$ cat config.mk
export PLATFORM = sky130hd
export DESIGN_NAME = double_ended_queue_core
export DESIGN_NICKNAME = d
export VERILOG_FILES = /design/src/rtl/deq_pkg.sv /design/src/rtl/deq_ram.sv /design/src/rtl/double_ended_queue_core.sv
export SDC_FILE = /design/constraint.sdc
export NUM_CORES = 1
export LEC_CHECK = 0
export BUFFER_PORTS_ARGS = -buffer_cell sky130_fd_sc_hd__buf_2
export CAP_MARGIN = 10
export CORE_MARGIN = 2
export CORE_UTILIZATION = 56
export DETAILED_ROUTE_END_ITERATION = 16
export GPL_TIMING_DRIVEN = 1
export PLACE_DENSITY = 0.84
export SLEW_MARGIN = 20
export SYNTH_ARGS = -nofsm -noshare
export SYNTH_HDL_FRONTEND = slang
export SYNTH_SLANG_ARGS = --single-unit
$ cat constraint.sdc
create_clock -name clk -period 5.3 [get_ports clk]
set_input_delay 1.06 -clock clk [delete_from_list [all_inputs] [get_ports clk]]
set_output_delay 1.06 -clock clk [all_outputs]
set_load 0.03 [all_outputs]
$ cat src/rtl/deq_pkg.sv
`default_nettype none

package deq_pkg;

  localparam int DEPTH = 16;
  localparam int AW    = (DEPTH > 1) ? $clog2(DEPTH) : 1;
  localparam int CW    = $clog2(DEPTH + 1);
  localparam int SW    = CW + 1;
  localparam int OCC_W = 5;
  localparam int OW    = (CW > OCC_W) ? CW : OCC_W;
  localparam int WORD_W = 32;

  typedef enum logic [1:0] {
    CMD_PUSH_FRONT = 2'd0,
    CMD_PUSH_BACK  = 2'd1,
    CMD_POP_FRONT  = 2'd2,
    CMD_POP_BACK   = 2'd3
  } cmd_t;

  typedef enum logic [1:0] {
    STAT_OK    = 2'd0,
    STAT_EMPTY = 2'd1,
    STAT_FULL  = 2'd2
  } status_t;

  typedef enum logic {
    S_IDLE,
    S_READ
  } state_t;

  typedef struct packed {
    logic            wr_en;
    logic            rd_en;
    logic [AW-1:0]   addr;
  } ram_ctrl_t;

endpackage

`default_nettype wire

$ cat src/rtl/deq_ram.sv
`default_nettype none

module deq_ram (
  input  wire logic                       clk,
  input  wire deq_pkg::ram_ctrl_t         ctrl,
  input  wire logic [deq_pkg::WORD_W-1:0] wr_data,
  output logic      [deq_pkg::WORD_W-1:0] rd_data
);

  logic [deq_pkg::WORD_W-1:0] mem [deq_pkg::DEPTH];

  always_ff @(posedge clk) begin
    if (ctrl.wr_en) begin
      mem[ctrl.addr] <= wr_data;
    end
  end

  always_ff @(posedge clk) begin
    if (ctrl.rd_en) begin
      rd_data <= mem[ctrl.addr];
    end
  end

endmodule

`default_nettype wire

$ cat src/rtl/double_ended_queue_core.sv
`default_nettype none
// Bounded double-ended queue of signed 32-bit words held in a ring memory.
// Input channel in_*: one request word per handshake. in_tuser carries the
// command (push front, push back, pop front, pop back), in_tdata the word to
// push (ignored on pops).
// Output channel out_*: exactly one result word per request, in order.
// out_tdata carries the popped word and the element count after the request,
// out_tuser the status (ok, pop on empty, push on full refused).
// A push or a pop on an empty deque loads its result into the output register
// on acceptance; a pop that reads the memory passes through the slot memory's
// registered read first, then through the output register. Pushes, refused
// pushes and empty pops leave the block ready for the next request; a
// successful pop stops intake until its result is loaded (memory read, then
// load of the output register).
// A request is taken while a finished result waits only if that result is
// taken in the same cycle; a stalled receiver holds the result and stops
// intake. Reset empties the deque (count and front pointer cleared) and
// drops any pending result; slot contents stay undefined until pushed.
module double_ended_queue_core (
  input  wire logic        clk,
  input  wire logic        rst_n,
  input  wire logic        in_tvalid,
  output logic             in_tready,
  input  wire logic [31:0] in_tdata,   // [31:0] push_value
  input  wire logic [1:0]  in_tuser,   // [1:0] cmd
  output logic             out_tvalid,
  input  wire logic        out_tready,
  output logic      [39:0] out_tdata,  // [31:0] pop_value, [36:32] occupancy, [39:37] zero
  output logic      [1:0]  out_tuser   // [1:0] status
);

  localparam int AW = deq_pkg::AW;
  localparam int CW = deq_pkg::CW;
  localparam int SW = deq_pkg::SW;
  localparam int OW = deq_pkg::OW;

  deq_pkg::state_t   state_r, state_nxt;
  logic [AW-1:0]     front_r, front_nxt;
  logic [CW-1:0]     count_r, count_nxt;
  logic              out_valid_r, out_valid_nxt;
  logic [31:0]       pop_r, pop_nxt;
  logic [1:0]        status_r, status_nxt;
  logic [4:0]        occ_r, occ_nxt;

  deq_pkg::ram_ctrl_t ram_ctrl;
  logic [31:0]        rd_data;

  logic              accept;
  logic              out_free;
  logic              rd_needed;
  deq_pkg::cmd_t     cmd;
  logic [AW-1:0]     front_dec;
  logic [AW-1:0]     front_inc;
  logic [SW-1:0]     back_sum;
  logic [SW-1:0]     back_wrap;
  logic [CW-1:0]     back_off;
  logic              is_full;
  logic              is_empty;
  logic [OW-1:0]     count_ext;

  assign cmd      = deq_pkg::cmd_t'(in_tuser);
  assign out_free = !out_valid_r || out_tready;
  assign accept   = in_tvalid && in_tready;
  assign is_full  = (count_r == CW'(deq_pkg::DEPTH));
  assign is_empty = (count_r == '0);

  assign front_dec = (front_r == '0) ? AW'(deq_pkg::DEPTH - 1) : front_r - AW'(1);
  assign front_inc = (front_r == AW'(deq_pkg::DEPTH - 1)) ? '0 : front_r + AW'(1);
  assign back_off  = (cmd == deq_pkg::CMD_PUSH_BACK) ? count_r : count_r - CW'(1);
  assign back_sum  = SW'(front_r) + SW'(back_off);
  assign back_wrap = (back_sum >= SW'(deq_pkg::DEPTH)) ?
                     back_sum - SW'(deq_pkg::DEPTH) : back_sum;

  deq_ram u_ram (
    .clk     (clk),
    .ctrl    (ram_ctrl),
    .wr_data (in_tdata),
    .rd_data (rd_data)
  );

  // Request decode and pointer update.
  always_comb begin
    front_nxt     = front_r;
    count_nxt     = count_r;
    ram_ctrl      = '{wr_en: 1'b0, rd_en: 1'b0, addr: front_r};
    status_nxt    = deq_pkg::STAT_OK;
    rd_needed     = 1'b0;
    case (cmd)
      deq_pkg::CMD_PUSH_FRONT: begin
        if (is_full) begin
          status_nxt = deq_pkg::STAT_FULL;
        end else begin
          front_nxt      = front_dec;
          count_nxt      = count_r + CW'(1);
          ram_ctrl.wr_en = accept;
          ram_ctrl.addr  = front_dec;
        end
      end
      deq_pkg::CMD_PUSH_BACK: begin
        if (is_full) begin
          status_nxt = deq_pkg::STAT_FULL;
        end else begin
          count_nxt      = count_r + CW'(1);
          ram_ctrl.wr_en = accept;
          ram_ctrl.addr  = back_wrap[AW-1:0];
        end
      end
      deq_pkg::CMD_POP_FRONT: begin
        if (is_empty) begin
          status_nxt = deq_pkg::STAT_EMPTY;
        end else begin
          front_nxt      = front_inc;
          count_nxt      = count_r - CW'(1);
          rd_needed      = 1'b1;
          ram_ctrl.rd_en = accept;
          ram_ctrl.addr  = front_r;
        end
      end
      deq_pkg::CMD_POP_BACK: begin
        if (is_empty) begin
          status_nxt = deq_pkg::STAT_EMPTY;
        end else begin
          count_nxt      = count_r - CW'(1);
          rd_needed      = 1'b1;
          ram_ctrl.rd_en = accept;
          ram_ctrl.addr  = back_wrap[AW-1:0];
        end
      end
      default: begin
        status_nxt = deq_pkg::STAT_OK;
      end
    endcase
  end

  assign count_ext = OW'(count_nxt);

  // Next state.
  always_comb begin
    state_nxt = state_r;
    case (state_r)
      deq_pkg::S_IDLE: begin
        if (accept && rd_needed) begin
          state_nxt = deq_pkg::S_READ;
        end
      end
      deq_pkg::S_READ: begin
        state_nxt = deq_pkg::S_IDLE;
      end
      default: begin
        state_nxt = deq_pkg::S_IDLE;
      end
    endcase
  end

  // Handshake and output register load.
  always_comb begin
    in_tready     = 1'b0;
    out_valid_nxt = out_valid_r && !out_tready;
    pop_nxt       = pop_r;
    case (state_r)
      deq_pkg::S_IDLE: begin
        in_tready = out_free;
        if (accept && !rd_needed) begin
          out_valid_nxt = 1'b1;
          pop_nxt = (status_nxt == deq_pkg::STAT_EMPTY) ? '1 : '0;
        end
      end
      deq_pkg::S_READ: begin
        out_valid_nxt = 1'b1;
        pop_nxt       = rd_data;
      end
      default: begin
        in_tready = 1'b0;
      end
    endcase
    occ_nxt = accept ? count_ext[4:0] : occ_r;
  end

  always_ff @(posedge clk) begin
    if (!rst_n) begin
      state_r     <= deq_pkg::S_IDLE;
      front_r     <= '0;
      count_r     <= '0;
      out_valid_r <= 1'b0;
    end else begin
      state_r     <= state_nxt;
      out_valid_r <= out_valid_nxt;
      if (accept) begin
        front_r <= front_nxt;
        count_r <= count_nxt;
      end
    end
  end

  always_ff @(posedge clk) begin
    pop_r <= pop_nxt;
    occ_r <= occ_nxt;
    if (accept) begin
      status_r <= status_nxt;
    end
  end

  assign out_tvalid = out_valid_r;
  assign out_tdata  = {3'b000, occ_r, pop_r};
  assign out_tuser  = status_r;

endmodule

`default_nettype wire

==> impl_metrics.ini <==
[final_layout]
final_area_um2 = 27300
nets = 1638
syn_to_final_growth_pct = 12.5
multi_input_area_um2 = 6010
regArea_um2 = 17700
fillers = 2918
drive_gt1_frac = 0.177
final_core_util = 0.636

[critical_path]
r2r-end = u_ram.rd_data[20]$_DFFE_PP_
critPathCaptureType = register
cp.required_ns = 5.65
worstSetupPathType = in -> reg
r2r_cells = 10
cpMostUsedCell = a2111oi_0
cp_max_fo = 25
crit_arrival_ns = 4.79
r2r_start = count_r[0]$_SDFFE_PN0P_
worst_path_max_delay_cell = a221o_2
reg2reg_setup_slack_ns = 0.89
cpPeakStageDelay_ns = 0.61
cp-start-kind = input port
worstPathCellList = buf_2 -> nand2b_1 -> xnor2_1 -> ha_1 -> inv_1 -> fa_1 -> xor2_1 -> mux2i_1 -> o21ai_2 -> a221o_2 -> buf_4 -> a2111oi_0 -> a2111oi_0 -> mux2_2

[sta]
finClkSkew_ns = 0.0167
worst_pin_slew_ns = 1.07
finalHoldViolations = 0
slew_headroom = 0.284
period_share = 0.838
setup_violations = 0
rsz0062_at_grt = no
maxSlewViolCount = 0
min_period_ns = 4.44
max_freq_mhz = 225

[logic_synthesis]
ys_seq_area_frac = 0.729
synthCells = 1528
yosys.area.top_type = edfxtp_1
netlist_area_um2 = 24300
synth-main-ff-cell = edfxtp_1
yosysTopAreaCellShare = 0.720
ys_types = 61
synth-async-reset-ratio = 0
synth_area_leaders = edfxtp_1 72%, a2111oi_0 8.8%, and3_1 5.0%, mux2i_1 2.8%, mux2_2 1.5%
avgSynthCellArea_um2 = 15.9
synth_warnings = 0
synth_edf_count = 583
synth_seq_cells = 594

[cts]
htree_levels = 2
cts_tree = built
post_cts_buffers = 0
cts_buffers = 57
cts_buffer_depth = 3
hold_buffers = 0
postCtsResizedCells = 0
cts_root_buf = clkbuf_16
clk_latency_ns = 0.61
cts.clk_slew.worst_paths_ns = 0.06
cts.sinks = 594

[drt]
vias = 15287
drc = 0
wire_per_inst_um = 27.5
drtAntennaViolNets = 0
drtIter0Drc = 2397
dr.pass1.iters = 5
via_per_inst = 6.88
drt-total-wl_um = 61200

[global_route]
antenna_found_initial = 7
grt_overflow = 0
grt_first_pass_wirelength_um = 90800
first_global_vias = 14771
grt_usage = 0.271
grt_max_degree = 194

[hold_path]
min_to = pop_r[4]$_DFFE_PP_
hp-start = u_ram.rd_data[4]$_DFFE_PP_
min_path_type = reg -> reg
min_path_cells = 2

[flow_run]
maxCapViolCount = 0

[power]
leakagePower_nw = 9.22
power_density_nw_per_um2 = 470
ir_worst_vdd_mv = 0.293
power_mw = 12.8

[outcome]
status = completed

[place]
port-buffer-count = 78
gp_congestion = 0.912
placed_area_um2 = 25600
dp_hpwl_um = 32400

[die]
row_count = 76
die_w_um = 212
initial_core_util = 0.566
die-height_um = 212
boundaryPins = 82
die_area_um2 = 45100
core_um2 = 43000
## flip-flops by register name, summed over array words and instances, names as in the netlist, 2 cells and up
name,flops
u_ram.mem,512
pop_r,32
u_ram.rd_data,32
count_r,5
occ_r,5
front_r,4
out_tuser,2
## cell type report
class                      count  area share
sequential                   594       0.648
multi-input combinational    778       0.220
clock buffer                  77      0.0565
timing repair buffer         144      0.0391
tap                          585      0.0268
clock inverter                26     0.00714
inverter                      15     0.00206
antenna                        4    0.000366
## metal layers
metal / vias up / track usage / part of all wire
li1: 6442 / - / -
met1: 7544 / 0.373 / 0.38
met2: 1092 / 0.423 / 0.47
met3: 203 / 0.0547 / 0.11
met4: 6 / 0.122 / 0.042
met5: - / 0 / 0.00056
## power breakdown
part / switching, mW / internal (mW) / total, mW / leakage (nW)
clock: 1.68 / 2.14 / 3.82 / 0.846
sequential: 0.0917 / 5.56 / 5.65 / 5.38
combinational: 2.26 / 1.11 / 3.37 / 3.00
## critical path, delay by kind of cell
| kind | cells | cell delay, ns |
|---|---|---|
| AO/OA/AOI/OAI | 4 | 1.42 |
| buffers and inverters | 3 | 0.65 |
| adder cells (fa/ha/maj) | 2 | 0.59 |
| multiplexers | 2 | 0.49 |
| XOR/XNOR | 2 | 0.38 |
| AND/OR/NAND/NOR | 1 | 0.19 |
## placed cells by master (no fill, tap or decap), drive strengths merged, types with 2 or more instances in the layout
cell type / count
clkinv: 19
o21ai: 9
or3: 3
a21o: 2
nand2: 87
nor3b: 2
nand3: 10
clkbuf: 77
a22oi: 3
a211o: 2
xnor2: 4
a31oi: 4
and2: 2
and3: 193
edfxtp: 583
inv: 18
diode: 4
conb: 3
mux2: 33
nand4: 5
nand2b: 4
dfxtp: 11
nor3: 6
nor2: 33
a221oi: 3
mux2i: 67
clkinvlp: 2
nor2b: 2
a2111oi: 256
bufinv: 2
ha: 9
buf: 144
a21oi: 16
## cell families after synthesis
logic type,after synthesis,synth area share
other,1,0.000154
AO/OA/AOI/OAI,306,0.108
buffers and inverters,158,0.0318
AND/OR/NAND/NOR,353,0.0803
adder cells (fa/ha/maj),10,0.00546
flip-flops,594,0.729
XOR/XNOR,6,0.00273
multiplexers,100,0.0429
## synth_stat cells, types with 2 or more instances
master and instances:
a21oi_1 16, a221oi_1 2, a211o_1 2, a31oi_1 3, a2111oi_0 243, clkbuf_1 96, buf_4 13, a22oi_1 3
and3_1 193, buf_2 20, edfxtp_1 583, nor3b_1 2, or3_1 3, nand2_1 86, mux2_2 33, ha_1 9
nand2b_1 4, dfxtp_1 11, mux2i_1 67, nor2_1 32, o21ai_0 7, nor3_1 6, buf_6 14, xnor2_1 4
inv_1 14, nor2b_1 2, nand4_1 5, nand3_1 8, nand3_2 2, a21o_1 2, a2111oi_1 13
## metrics by stage
step	worst slack, ns	setup TNS [ns]	hold WS, ns	cells
floorplan	-0.00208	-0.318	0.496	1530
global placement	0.514	0	0.507	2115
detailed placement	0.335	0	0.510	2115
CTS	0.914	0	0.525	2218
global route	0.658	0	0.545	2221
finish	0.860	0	0.522	2223
## worst max path at each step
stage,from,endpoint
3_3_place_gp,in_tuser[0],u_ram.rd_data[4]$_DFFE_PP_
2_1_floorplan,in_tuser[1],u_ram.mem[7][0]$_DFFE_PP_
3_5_place_dp,in_tuser[0],u_ram.rd_data[25]$_DFFE_PP_
6_report,in_tuser[0],u_ram.rd_data[30]$_DFFE_PP_
4_1_cts,in_tuser[0],u_ram.rd_data[30]$_DFFE_PP_
5_1_grt,count_r[0]$_SDFFE_PN0P_,u_ram.rd_data[22]$_DFFE_PP_
No activity file was read; power rests on OpenSTA's default activity.
